===== config.mk =====
export PLATFORM = sky130hd
export DESIGN_NAME = clipped_sprite_rect_blitter_core
export DESIGN_NICKNAME = d
export VERILOG_FILES = /design/src/hw/rtl/csrb_pkg.sv /design/src/hw/rtl/csrb_front.sv /design/src/hw/rtl/csrb_queue.sv /design/src/hw/rtl/csrb_back.sv /design/src/hw/rtl/clipped_sprite_rect_blitter_core.sv
export SDC_FILE = /design/constraint.sdc
export NUM_CORES = 1
export LEC_CHECK = 0
export ABC_AREA = 1
export BUFFER_PORTS_ARGS = -buffer_cell sky130_fd_sc_hd__buf_2
export CAP_MARGIN = 20
export CORE_MARGIN = 2
export CORE_UTILIZATION = 60
export CTS_CLUSTER_SIZE = 25
export DETAILED_ROUTE_END_ITERATION = 6
export GPL_TIMING_DRIVEN = 1
export PLACE_DENSITY = 0.78
export SYNTH_ARGS = -nofsm -noshare
export SYNTH_HDL_FRONTEND = slang
export SYNTH_SLANG_ARGS = --single-unit

===== constraint.sdc =====
create_clock -name clk -period 4.9 [get_ports clk]
set_input_delay 0 -clock clk [delete_from_list [all_inputs] [get_ports clk]]
set_output_delay 0 -clock clk [all_outputs]
set_load 0.02 [all_outputs]

===== src/hw/rtl/csrb_pkg.sv =====
// Shared types and constants for the clipped sprite/rect blitter.
`default_nettype none
package csrb_pkg;

  localparam int SCREEN_WIDTH_DEF  = 128;
  localparam int SCREEN_HEIGHT_DEF = 160;

  localparam int POS_X_W   = 9;
  localparam int POS_Y_W   = 10;
  localparam int EXTENT_W  = 8;
  localparam int PIX_W     = 8;
  localparam int ADDR_W    = 15;
  localparam int COORD_W   = 8;
  localparam int CFG_IDX_W = 2;
  localparam int CFG_DATA_W = 8;
  localparam int QUEUE_DEPTH = 2;
  localparam int QCNT_W    = $clog2(QUEUE_DEPTH + 1);
  localparam int QPTR_W    = (QUEUE_DEPTH > 1) ? $clog2(QUEUE_DEPTH) : 1;

  localparam logic CMD_START = 1'b0;
  localparam logic CMD_PIXEL = 1'b1;

  localparam logic [CFG_IDX_W-1:0] CFG_BACKGROUND_MODE = 2'd0;
  localparam logic [CFG_IDX_W-1:0] CFG_TRANSPARENT_KEY = 2'd1;

  localparam logic [PIX_W-1:0] COLOR_BLACK = 8'h00;

  typedef enum logic [1:0] {
    MODE_SPRITE  = 2'd0,
    MODE_OUTLINE = 2'd1,
    MODE_FILL    = 2'd2,
    MODE_ERASE   = 2'd3
  } mode_t;

  typedef struct packed {
    logic [COORD_W-1:0] row;
    logic [COORD_W-1:0] col;
    logic [PIX_W-1:0]   value;
    logic               use_bg;
  } blit_entry_t;

  typedef struct packed {
    logic        push;
    blit_entry_t entry;
  } queue_wr_t;

endpackage
`default_nettype wire


===== src/hw/rtl/csrb_front.sv =====
// Front end: config registers, shape latch, clipping and per-pixel classification.
`default_nettype none
module csrb_front #(
  parameter int SCREEN_WIDTH  = csrb_pkg::SCREEN_WIDTH_DEF,
  parameter int SCREEN_HEIGHT = csrb_pkg::SCREEN_HEIGHT_DEF
) (
  input  logic                                   clk,
  input  logic                                   rst_n,
  input  logic                                   in_valid,
  output logic                                   in_stall,
  input  logic                                   in_cmd,
  input  logic signed [csrb_pkg::POS_X_W-1:0]    in_pos_x,
  input  logic signed [csrb_pkg::POS_Y_W-1:0]    in_pos_y,
  input  logic [csrb_pkg::EXTENT_W-1:0]          in_shape_width,
  input  logic [csrb_pkg::EXTENT_W-1:0]          in_shape_height,
  input  logic [1:0]                             in_mode,
  input  logic [csrb_pkg::PIX_W-1:0]             in_draw_color,
  input  logic [csrb_pkg::PIX_W-1:0]             in_src_pixel,
  input  logic                                   cfg_valid,
  output logic                                   cfg_ready,
  input  logic [csrb_pkg::CFG_IDX_W-1:0]         cfg_index,
  input  logic [csrb_pkg::CFG_DATA_W-1:0]        cfg_data,
  input  logic                                   q_full,
  output csrb_pkg::queue_wr_t                    q_wr
);
  import csrb_pkg::*;

  localparam logic signed [11:0] SW12   = 12'(SCREEN_WIDTH);
  localparam logic signed [11:0] SH12   = 12'(SCREEN_HEIGHT);
  localparam logic signed [11:0] SH_M1  = 12'(SCREEN_HEIGHT - 1);

  logic                      bg_mode_r;
  logic [PIX_W-1:0]          key_r;
  logic signed [POS_X_W-1:0] origin_x_r;
  logic signed [POS_Y_W-1:0] origin_y_r;
  logic [EXTENT_W-1:0]       extent_w_r;
  logic [EXTENT_W-1:0]       extent_h_r;
  mode_t                     shape_mode_r;
  logic [PIX_W-1:0]          shape_color_r;
  logic [EXTENT_W-1:0]       col_count_r, col_count_nxt;
  logic [EXTENT_W-1:0]       row_count_r, row_count_nxt;
  logic                      rejected_r;

  logic                      in_accept;
  logic signed [11:0]        x12, y12, w12, h12;
  logic                      off;
  logic                      active;
  logic [EXTENT_W:0]         col_inc;
  logic signed [11:0]        col_s, row_s;
  logic                      visible;
  logic [PIX_W-1:0]          value;
  logic                      use_bg;

  assign in_stall  = q_full;
  assign cfg_ready = 1'b1;
  assign in_accept = in_valid && !in_stall;

  assign x12 = 12'(in_pos_x);
  assign y12 = 12'(in_pos_y);
  assign w12 = signed'({4'b0, in_shape_width});
  assign h12 = signed'({4'b0, in_shape_height});

  assign off = (x12 >= SW12) || ((y12 - h12 + 12'sd1) >= SH12) || ((x12 + w12) <= 12'sd0) ||
               (y12 < 12'sd0) || (w12 > SW12) || (h12 > SH12) ||
               (in_shape_width == '0) || (in_shape_height == '0);

  assign active  = !rejected_r && (row_count_r < extent_h_r) && (extent_w_r != '0);
  assign col_inc = {1'b0, col_count_r} + 1'b1;
  assign col_s   = 12'(origin_x_r) + signed'({4'b0, col_count_r});
  assign row_s   = SH_M1 - 12'(origin_y_r) + signed'({4'b0, row_count_r});
  assign visible = (col_s >= 12'sd0) && (col_s < SW12) && (row_s >= 12'sd0) && (row_s < SH12);

  always_comb begin
    value  = '0;
    use_bg = 1'b0;
    unique case (shape_mode_r)
      MODE_SPRITE: begin
        if (in_src_pixel != key_r) begin
          value = in_src_pixel;
        end else if (bg_mode_r) begin
          use_bg = 1'b1;
        end else begin
          value = COLOR_BLACK;
        end
      end
      MODE_OUTLINE: begin
        if (row_count_r == '0 || row_count_r == extent_h_r - 1'b1 ||
            col_count_r == '0 || col_count_r == extent_w_r - 1'b1) begin
          value = shape_color_r;
        end else begin
          use_bg = 1'b1;
        end
      end
      MODE_FILL:  value  = shape_color_r;
      MODE_ERASE: use_bg = 1'b1;
      default:    use_bg = 1'b1;
    endcase
  end

  always_comb begin
    col_count_nxt = col_count_r;
    row_count_nxt = row_count_r;
    if (col_inc >= {1'b0, extent_w_r}) begin
      col_count_nxt = '0;
      row_count_nxt = row_count_r + 1'b1;
    end else begin
      col_count_nxt = col_inc[EXTENT_W-1:0];
    end
  end

  assign q_wr.push         = in_accept && (in_cmd == CMD_PIXEL) && active && visible;
  assign q_wr.entry.row    = row_s[COORD_W-1:0];
  assign q_wr.entry.col    = col_s[COORD_W-1:0];
  assign q_wr.entry.value  = value;
  assign q_wr.entry.use_bg = use_bg;

  always_ff @(posedge clk) begin
    if (!rst_n) begin
      bg_mode_r     <= 1'b1;
      key_r         <= 8'd1;
      origin_x_r    <= '0;
      origin_y_r    <= '0;
      extent_w_r    <= '0;
      extent_h_r    <= '0;
      shape_mode_r  <= MODE_SPRITE;
      shape_color_r <= '0;
      col_count_r   <= '0;
      row_count_r   <= '0;
      rejected_r    <= 1'b1;
    end else begin
      if (cfg_valid && cfg_ready) begin
        if (cfg_index == CFG_BACKGROUND_MODE) begin
          bg_mode_r <= cfg_data[0];
        end else if (cfg_index == CFG_TRANSPARENT_KEY) begin
          key_r <= cfg_data[PIX_W-1:0];
        end
      end
      if (in_accept) begin
        if (in_cmd == CMD_START) begin
          origin_x_r    <= in_pos_x;
          origin_y_r    <= in_pos_y;
          extent_w_r    <= in_shape_width;
          extent_h_r    <= in_shape_height;
          shape_mode_r  <= mode_t'(in_mode);
          shape_color_r <= in_draw_color;
          col_count_r   <= '0;
          row_count_r   <= '0;
          rejected_r    <= off;
        end else if (active) begin
          col_count_r <= col_count_nxt;
          row_count_r <= row_count_nxt;
        end
      end
    end
  end

  a_no_push_rejected: assert property (@(posedge clk) disable iff (!rst_n)
    rejected_r |-> !q_wr.push) else $error("beat pushed for rejected shape");

  a_push_on_screen: assert property (@(posedge clk) disable iff (!rst_n)
    q_wr.push |-> (row_s < SH12 && col_s < SW12 && row_s >= 12'sd0 && col_s >= 12'sd0))
    else $error("off-screen pixel pushed");

  a_row_bounded: assert property (@(posedge clk) disable iff (!rst_n)
    !rejected_r |-> (row_count_r <= extent_h_r)) else $error("row counter overran shape");

endmodule
`default_nettype wire


===== src/hw/rtl/csrb_queue.sv =====
// Short register queue between front and back halves.
`default_nettype none
module csrb_queue (
  input  logic                  clk,
  input  logic                  rst_n,
  input  csrb_pkg::queue_wr_t   q_wr,
  output logic                  q_full,
  output logic                  q_empty,
  input  logic                  q_pop,
  output csrb_pkg::blit_entry_t q_head
);
  import csrb_pkg::*;

  blit_entry_t        mem_r [QUEUE_DEPTH];
  logic [QPTR_W-1:0]  wr_ptr_r, rd_ptr_r;
  logic [QCNT_W-1:0]  count_r;
  logic               do_pop;

  assign q_full  = (count_r == QCNT_W'(QUEUE_DEPTH));
  assign q_empty = (count_r == '0);
  assign q_head  = mem_r[rd_ptr_r];
  assign do_pop  = q_pop && !q_empty;

  always_ff @(posedge clk) begin
    if (q_wr.push) begin
      mem_r[wr_ptr_r] <= q_wr.entry;
    end
  end

  always_ff @(posedge clk) begin
    if (!rst_n) begin
      wr_ptr_r <= '0;
      rd_ptr_r <= '0;
      count_r  <= '0;
    end else begin
      if (q_wr.push) begin
        wr_ptr_r <= (wr_ptr_r == QPTR_W'(QUEUE_DEPTH - 1)) ? '0 : wr_ptr_r + 1'b1;
      end
      if (do_pop) begin
        rd_ptr_r <= (rd_ptr_r == QPTR_W'(QUEUE_DEPTH - 1)) ? '0 : rd_ptr_r + 1'b1;
      end
      if (q_wr.push && !do_pop) begin
        count_r <= count_r + 1'b1;
      end else if (!q_wr.push && do_pop) begin
        count_r <= count_r - 1'b1;
      end
    end
  end

  a_no_overflow: assert property (@(posedge clk) disable iff (!rst_n)
    q_full |-> !q_wr.push) else $error("queue overflow");

  a_count_bounded: assert property (@(posedge clk) disable iff (!rst_n)
    count_r <= QCNT_W'(QUEUE_DEPTH)) else $error("queue count out of range");

endmodule
`default_nettype wire


===== src/hw/rtl/csrb_back.sv =====
// Back end: frame address multiply and output register.
`default_nettype none
module csrb_back #(
  parameter int SCREEN_WIDTH = csrb_pkg::SCREEN_WIDTH_DEF
) (
  input  logic                            clk,
  input  logic                            rst_n,
  input  logic                            q_empty,
  output logic                            q_pop,
  input  csrb_pkg::blit_entry_t           q_head,
  output logic                            out_valid,
  input  logic                            out_stall,
  output logic [csrb_pkg::ADDR_W-1:0]     out_frame_address,
  output logic [csrb_pkg::PIX_W-1:0]      out_pixel_value,
  output logic                            out_use_background
);
  import csrb_pkg::*;

  localparam int PROD_W = 2 * COORD_W;

  logic                out_valid_r;
  logic [ADDR_W-1:0]   addr_r;
  logic [PIX_W-1:0]    value_r;
  logic                use_bg_r;
  logic [PROD_W-1:0]   addr_full;

  assign q_pop     = !q_empty && (!out_valid_r || !out_stall);
  assign addr_full = ({{COORD_W{1'b0}}, q_head.row} * PROD_W'(SCREEN_WIDTH)) +
                     {{COORD_W{1'b0}}, q_head.col};

  always_ff @(posedge clk) begin
    if (q_pop) begin
      addr_r   <= addr_full[ADDR_W-1:0];
      value_r  <= q_head.value;
      use_bg_r <= q_head.use_bg;
    end
  end

  always_ff @(posedge clk) begin
    if (!rst_n) begin
      out_valid_r <= 1'b0;
    end else if (q_pop) begin
      out_valid_r <= 1'b1;
    end else if (!out_stall) begin
      out_valid_r <= 1'b0;
    end
  end

  assign out_valid          = out_valid_r;
  assign out_frame_address  = addr_r;
  assign out_pixel_value    = value_r;
  assign out_use_background = use_bg_r;

  a_bg_zero_value: assert property (@(posedge clk) disable iff (!rst_n)
    (out_valid_r && use_bg_r) |-> (value_r == '0)) else $error("restore beat with nonzero value");

endmodule
`default_nettype wire


===== src/hw/rtl/clipped_sprite_rect_blitter_core.sv =====
// Top level of the clipped sprite/rectangle blitter with color key.
//
//  channel | dir | handshake          | payload
//  in_     | in  | in_valid/in_stall  | cmd, pos_x, pos_y, shape_width/height, mode, color, pixel
//  out_    | out | out_valid/out_stall| frame_address, pixel_value, use_background
//  cfg_    | in  | cfg_valid/cfg_ready| cfg_index, cfg_data
//
// One beat per cycle while out_stall is low; visible pixels are queued, then registered.
// Front classifies in the accept cycle, a two-entry queue feeds the address multiply stage.
// in_stall rises only when the queue is full (output held by out_stall).
// Reset (rst_n low, synchronous) restores registers to background_mode 1, key 1, no shape.
// cfg_ready is always high.
`default_nettype none
module clipped_sprite_rect_blitter_core #(
  parameter int SCREEN_WIDTH  = csrb_pkg::SCREEN_WIDTH_DEF,
  parameter int SCREEN_HEIGHT = csrb_pkg::SCREEN_HEIGHT_DEF
) (
  input  logic                                clk,
  input  logic                                rst_n,
  input  logic                                in_valid,
  output logic                                in_stall,
  input  logic                                in_cmd,
  input  logic signed [csrb_pkg::POS_X_W-1:0] in_pos_x,
  input  logic signed [csrb_pkg::POS_Y_W-1:0] in_pos_y,
  input  logic [csrb_pkg::EXTENT_W-1:0]       in_shape_width,
  input  logic [csrb_pkg::EXTENT_W-1:0]       in_shape_height,
  input  logic [1:0]                          in_mode,
  input  logic [csrb_pkg::PIX_W-1:0]          in_draw_color,
  input  logic [csrb_pkg::PIX_W-1:0]          in_src_pixel,
  output logic                                out_valid,
  input  logic                                out_stall,
  output logic [csrb_pkg::ADDR_W-1:0]         out_frame_address,
  output logic [csrb_pkg::PIX_W-1:0]          out_pixel_value,
  output logic                                out_use_background,
  input  logic                                cfg_valid,
  output logic                                cfg_ready,
  input  logic [csrb_pkg::CFG_IDX_W-1:0]      cfg_index,
  input  logic [csrb_pkg::CFG_DATA_W-1:0]     cfg_data
);
  import csrb_pkg::*;

  queue_wr_t   q_wr;
  logic        q_full;
  logic        q_empty;
  logic        q_pop;
  blit_entry_t q_head;

  csrb_front #(
    .SCREEN_WIDTH  (SCREEN_WIDTH),
    .SCREEN_HEIGHT (SCREEN_HEIGHT)
  ) u_front (
    .clk             (clk),
    .rst_n           (rst_n),
    .in_valid        (in_valid),
    .in_stall        (in_stall),
    .in_cmd          (in_cmd),
    .in_pos_x        (in_pos_x),
    .in_pos_y        (in_pos_y),
    .in_shape_width  (in_shape_width),
    .in_shape_height (in_shape_height),
    .in_mode         (in_mode),
    .in_draw_color   (in_draw_color),
    .in_src_pixel    (in_src_pixel),
    .cfg_valid       (cfg_valid),
    .cfg_ready       (cfg_ready),
    .cfg_index       (cfg_index),
    .cfg_data        (cfg_data),
    .q_full          (q_full),
    .q_wr            (q_wr)
  );

  csrb_queue u_queue (
    .clk     (clk),
    .rst_n   (rst_n),
    .q_wr    (q_wr),
    .q_full  (q_full),
    .q_empty (q_empty),
    .q_pop   (q_pop),
    .q_head  (q_head)
  );

  csrb_back #(
    .SCREEN_WIDTH (SCREEN_WIDTH)
  ) u_back (
    .clk                (clk),
    .rst_n              (rst_n),
    .q_empty            (q_empty),
    .q_pop              (q_pop),
    .q_head             (q_head),
    .out_valid          (out_valid),
    .out_stall          (out_stall),
    .out_frame_address  (out_frame_address),
    .out_pixel_value    (out_pixel_value),
    .out_use_background (out_use_background)
  );

endmodule
`default_nettype wire

==> results of run 1 <==
==> how the worst min path moves through the flow <==
stage,depth (start not counted),end,slack [ns],from
2_1_floorplan,2,u_front.shape_color_r[0]$_SDFFE_PN0P_,0.13,in_draw_color[0]
3_5_place_dp,3,u_front.shape_color_r[5]$_SDFFE_PN0P_,0.24,in_draw_color[5]
5_1_grt,3,u_queue.mem_r[1][6]$_DFFE_PP_,0.04,in_src_pixel[5]
3_3_place_gp,3,u_front.shape_color_r[3]$_SDFFE_PN0P_,0.22,in_draw_color[3]
6_report,3,u_queue.mem_r[1][6]$_DFFE_PP_,0.03,in_src_pixel[5]
4_1_cts,3,u_queue.mem_r[1][6]$_DFFE_PP_,0.008,in_src_pixel[5]
==> area by class of cell <==
type | instances | area (µm²)
inverters | 131 | 492
clock buffers | 18 | 439
fillers | 1040 | 3700
flip-flops and latches | 151 | 3760
well taps | 184 | 230
multi-input cells | 732 | 4420
repair buffers | 161 | 1150
clock inverters | 14 | 223
==> power by group <==
| group | internal [mW] | total, mW | switching [mW] |
|---|---|---|---|
| Combinational | 0.553 | 1.46 | 0.905 |
| Sequential | 1.59 | 1.73 | 0.135 |
| Clock | 0.922 | 1.45 | 0.531 |
==> cell usage after synthesis (4+ instances only) <==
| cell | count |
|---|---|
| nand2_1 | 167 |
| inv_1 | 119 |
| nor2_1 | 104 |
| a21oi_1 | 81 |
| dfxtp_1 | 77 |
| edfxtp_1 | 74 |
| nand3_1 | 72 |
| o21ai_0 | 66 |
| ha_1 | 59 |
| xor2_1 | 29 |
| nand4_1 | 22 |
| mux2_2 | 20 |
| xnor2_1 | 16 |
| clkbuf_1 | 14 |
| inv_2 | 11 |
| o21ai_1 | 11 |
| nor3_1 | 10 |
| nor2_2 | 7 |
| nand2_2 | 6 |
| nand3b_1 | 6 |
| buf_2 | 5 |
| nand3_2 | 5 |
| or2_2 | 5 |
| fa_1 | 4 |
| o211ai_1 | 4 |
| o21a_1 | 4 |
==> metrics by stage <==
| step | power, mW | std cells | cell area (µm²) | worst slack, ns |
|---|---|---|---|---|
| 6_report | 4.64 | 1391 | 10700 | 1.66 |
| 5_1_grt | 4.88 | 1391 | 10700 | 1.35 |
| 4_1_cts | 4.61 | 1390 | 10700 | 1.64 |
| 3_5_place_dp | 3.12 | 1296 | 9410 | 1.66 |
| 3_3_place_gp | 3.08 | 1296 | 9410 | 1.73 |
| 2_1_floorplan | 2.74 | 1038 | 8790 | 0.831 |
==> metal layers <==
layer,GRT usage (%),routed length (µm),vias up
li1,-,-,3805
met1,34.3,9370,3504
met2,47.6,10300,259
met3,4.54,1100,42
met4,10.5,427,0
met5,0,0,-
==> cells by family after synthesis <==
logic type	Yosys count	synth area share, %
other	1	0.0427
and+or+nand+nor	421	22.3
AOI/OAI and AO/OA	177	10.8
DFF	151	42.8
muxes	23	2.90
buffers and inverters	155	6.92
adders and majority gates	63	9.31
xor gates and xnor gates	47	4.92
==> what timing repair did <==
action	CTS	global route
gates resized for setup	0	0
hold buffers	62	0
endpoints found under the hold margin	70	0
setup endpoints to repair	0	0
==> flip-flops by register name, summed over array words and instances, names as in the netlist, 2 cells and up, named ones only <==
name,flops
u_queue.mem_r,50
u_back.out_frame_address,15
u_front.origin_y_r,10
u_front.origin_x_r,9
u_back.out_pixel_value,8
u_front.col_count_r,8
u_front.extent_h_r,8
u_front.extent_w_r,8
u_front.key_r,8
u_front.row_count_r,8
u_front.shape_color_r,8
u_front.shape_mode_r,2
u_queue.count_r,2
==> worst max-delay path, stage by stage, from the launching register on <==
cell and delay (ns):
dfxtp_1 0.38, inv_1 0.08, ha_1 0.23, xor2_1 0.15
ha_1 0.36, a21o_1 0.21, nor2_2 0.13, nand2_2 0.07
nand2_1 0.06, nand3_1 0.07, nor2_1 0.15, nand2_1 0.07
nor2_1 0.08, nand3_1 0.09, inv_1 0.73
==> impl_metrics.ini, run 1 <==
[grt]
grt_pass1_vias = 7411
grt_start_max_net_pins = 63
grt_use_total_pct = 27.4
grt_antenna_before_repair = 0
gr-total-overflow = 0
grt_pass1_wl_um = 34600

[critical_path]
worstPathMaxFanout = 25
rr_startpoint = u_front.origin_y_r[5]$_SDFFE_PN0P_
worstPathRequired_ns = 4.95
crit_end = u_queue.mem_r[1][10]$_DFFE_PP_
r2r_slack_ns = 1.66
crit_path_start_kind = register
cp.arrival_ns = 3.29
crit_type = register to register
end_kind = register
r2r_cells = 14
r2r-end = u_queue.mem_r[1][10]$_DFFE_PP_
cp-startpoint = u_front.origin_y_r[5]$_SDFFE_PN0P_

[synth]
ys_types = 53
ys_warn_count = 0
syn_nets = 1170
yosysSeqAreaShare_pct = 42.8
synth.cell_area_mm2 = 0.00879
yosysTopAreaCell = edfxtp_1
syn_area_per_cell_um2 = 8.47
synthFlopType = dfxtp_1
synth.area.top_cells = edfxtp_1 (25%), dfxtp_1 (18%), ha_1 (8.4%)
synth_edf_count = 74
netlist.area_leader.share_pct = 25.3
synthArstFlopShare_pct = 0
synth-seq-cells = 151
syn_inst = 1038

[floorplanning]
initial_core_util_pct = 60.9
die_area_mm2 = 0.0156
coreArea_mm2 = 0.0144
num_io_pins = 96
std_cell_rows = 44
die_h_um = 125
fp.dieW_um = 125

[cells_and_area]
drive_above_1_share_pct = 16.7
finish.utilization_pct = 74.3
final_common_cell = nand2_1
diodes = 0
area_growth_pct = 21.9
layout_common_cells = nand2_1 (167), inv_1 (119), nor2_1 (104)
fin_nets = 1326

[sta]
tightest_slew_ns = 0.987
skew_ns = 0.00572
hold_viol_final = 0
rsz0062_at_grt = false
max_freq_mhz = 308
setup_tns_ns = 0
whs_ns = 0.0265
setup_violations = 0
timing.final.crit_share_pct = 66.2
slew_viol_final = 0
max_slew_margin_pct = 34.1
post-route-min-period_ns = 3.24

[cts]
cts-buffers-inserted = 17
cts.path.max_buffers = 2
path_clk_slew_ns = 0.06
tritoncts = done
clock_latency_ns = 0.43
postCtsSetupBuffers = 0
cts_root_buf = clkbuf_16
htreeDepth = 4
clock_sinks = 151

[status]
outcome = finished clean

[route]
totalWireLength_um = 21200
via_count = 7610
ant_nets = 0
drt-pass1-iter-count = 7
drcViolationCount = 0
avgRoutedWirePerCell_um = 15.2
routed_via_density = 5.47
drt-initial-drc-count = 588

[power_and_ir_drop]
irDropWorstVdd_mv = 0.271
power_leakage_nw = 4.75
power_density_mw_per_mm2 = 433

[placement]
post-dp-hpwl_um = 14700
io_buffers = 94
finalWeightedCongestion = 0.886

[flow_run]
maxCapViolCount = 0

[worst_hold_path]
holdCritPathClass = input port to register
(Power assumes the default switching activity.)
==> inputs of run 2 (changes only) <==
clock period = 3.4 ns   (was 4.9 ns; I/O delays follow)
==> run 2 against run 1 <==
Register-to-register slack worse by 1.3 ns. Flip-flop and latch count stayed put. First-iteration DRC count is 0.85% lower. Maximum frequency is 7.4% higher. Non-clock buffer count is 4 higher. Cell area is 0.48% lower. Clock power is 24% higher. Power is 38% higher. Clock-buffer cell count is 3 higher. Hold slack hardly changed. Setup slack worse by 1.3 ns. Cell count is 0.29% higher. Critical path type unchanged.
==> impl_metrics.ini, run 2 (same netlist as run 1, synthesis figures left out) <==
[worst_hold_path]
holdCritPathClass = input port to register
whs_path_depth = 3
min-delay-start = in_src_pixel[7]
min_to = u_queue.mem_r[1][8]$_DFFE_PP_

[critical_path]
end_kind = register
crit_type = register to register
r2r_slack_ns = 0.38
worstPathMaxFanout = 4
crit_path_top_delay_cell = dfxtp_1
crit_path_start_kind = register
critPathMaxStageDelay_ns = 0.37
worstPathRequired_ns = 3.70
rr_startpoint = u_front.origin_y_r[5]$_SDFFE_PN0P_
cp.arrival_ns = 3.32
r2r_cells = 17
cp_num_buf_inv = 1
cpMostUsedCell = ha_1
path_cells = inv_1 > ha_1 > xor2_1 > ha_1 > a21o_1 > nor2_2 > nand2_2 > nand2_1 > nand3_1 > nor2_1 > nand3_2 > nor2_4 > ha_1 > a21oi_1 > o21ai_0 > o21ai_0 > a21oi_1
cp_top_family = adder cells
r2r-end = u_queue.count_r[1]$_SDFFE_PN0P_

[sta]
slew_viol_final = 0
timing.final.ws_setup_ns = 0.380
skew_ns = 0.00723
post-route-min-period_ns = 3.02
timing.final.crit_share_pct = 88.8
setup_tns_ns = 0
tightest_slew_ns = 0.611
rsz0062_at_grt = false
setup_violations = 0
max_slew_margin_pct = 59.1
hold_viol_final = 0
max_freq_mhz = 331

[cts]
htreeDepth = 4
clock_sinks = 151
clock_latency_ns = 0.42
postCtsSetupBuffers = 0
cts_root_buf = clkbuf_16
tritoncts = done
cts.path.max_buffers = 2
hold_buffers = 64
cts-buffers-inserted = 17
cts_resized = 0
path_clk_slew_ns = 0.06

[placement]
pre_cts_slack_ns = 0.425
io_buffers = 94
post-dp-hpwl_um = 14400
finalWeightedCongestion = 0.868
placedCellCount = 1298

[cells_and_area]
layout_common_cells = nand2_1 (167), inv_1 (119), nor2_1 (104)
final_common_cell = nand2_1
drive_above_1_share_pct = 16.7
final_cells = 1395
largest-register = u_queue.mem_r
diodes = 0
area_growth_pct = 21.4
fin_nets = 1330
largest_reg_flops = 50

[floorplanning]
std_cell_rows = 44
num_io_pins = 96
die_area_mm2 = 0.0156
coreArea_mm2 = 0.0144
initial_core_util_pct = 60.9
die_h_um = 125
fp.dieW_um = 125

[route]
via_count = 7696
drt-initial-drc-count = 583
drcViolationCount = 0
routed_via_density = 5.52
dr.max_layer_used = met4
ant_nets = 0
wl_met2_um = 10200
wl_met3_um = 1290
avgRoutedWirePerCell_um = 15.0
totalWireLength_um = 20900
drt-pass1-iter-count = 5
met1_length_um = 9020

[status]
outcome = finished clean

[power_and_ir_drop]
swShare_pct = 35.0
power_density_mw_per_mm2 = 599
irDropWorstVdd_mv = 0.397
power_leakage_nw = 4.72
internal_power_mw = 4.16
power.net_switching_mw = 2.24
pwr-share-clk_pct = 28.2
seq_power_share_pct = 38.8
power_frac_comb_pct = 33.0

[grt]
grt_use_total_pct = 27.2
gr-total-overflow = 0
grt_antenna_before_repair = 0
grt_start_max_net_pins = 50
grt_pass1_vias = 7348
grt_pass1_wl_um = 34500

[flow_run]
maxCapViolCount = 0
run 2: how the worst max path moves through the flow:
stage / from / end / slack [ns] / depth (start not counted)
floorplan: u_front.origin_y_r[5]$_SDFFE_PN0P_ / u_queue.mem_r[0][0]$_DFFE_PP_ / 0.1 / 12
global placement: u_front.origin_y_r[5]$_SDFFE_PN0P_ / u_queue.count_r[1]$_SDFFE_PN0P_ / 0.53 / 17
detailed placement: u_front.origin_y_r[5]$_SDFFE_PN0P_ / u_queue.count_r[1]$_SDFFE_PN0P_ / 0.42 / 17
CTS: u_front.origin_y_r[5]$_SDFFE_PN0P_ / u_queue.count_r[1]$_SDFFE_PN0P_ / 0.40 / 17
global route: u_front.origin_y_r[5]$_SDFFE_PN0P_ / u_queue.count_r[1]$_SDFFE_PN0P_ / 0.13 / 17
finish: u_front.origin_y_r[5]$_SDFFE_PN0P_ / u_queue.count_r[1]$_SDFFE_PN0P_ / 0.38 / 17
run 2: cell type report:
cell class | instances | area [µm²]
clock inverter | 11 | 98.8
inverter | 131 | 492
sequential | 151 | 3760
timing repair buffer | 165 | 1180
tap | 184 | 230
fill | 1055 | 3750
clock buffer | 21 | 470
multi-input combinational | 732 | 4430
run 2: worst reg2reg max path: stages (launching register included):
cell,delay (ns)
dfxtp_1,0.37
inv_1,0.08
ha_1,0.24
xor2_1,0.15
ha_1,0.36
a21o_1,0.21
nor2_2,0.13
nand2_2,0.08
nand2_1,0.06
nand3_1,0.07
nor2_1,0.18
nand3_2,0.16
nor2_4,0.11
ha_1,0.25
a21oi_1,0.11
o21ai_0,0.11
o21ai_0,0.17
a21oi_1,0.05
run 2: power groups by stage:
stage	Combinational, mW	Clock, mW	Sequential, mW
3_5_place_dp	1.97	0	2.52
5_1_grt	2.34	1.89	2.51
3_3_place_gp	1.92	0	2.50
6_report	2.11	1.80	2.48
2_1_floorplan	1.29	0	2.66
4_1_cts	2.04	1.82	2.48
run 2: per-stage QoR:
| stage | util [%] | total power, mW | area (µm²) | hold WS [ns] |
|---|---|---|---|---|
| final | 74.0 | 6.40 | 10700 | 0.0263 |
| after global routing | 74.0 | 6.74 | 10700 | 0.0455 |
| after CTS | 73.8 | 6.34 | 10600 | 0.00275 |
| after detailed placement | 65.4 | 4.49 | 9430 | 0.243 |
| after global placement | 65.4 | 4.43 | 9430 | 0.225 |
| after floorplan | - | 3.95 | 8800 | 0.135 |
run 2: routing by layer:
layer	global-route usage [%]	vias up
li1	-	3815
met4	9.02	0
met3	4.11	36
met1	35.0	3563
met5	0	-
met2	47.1	282
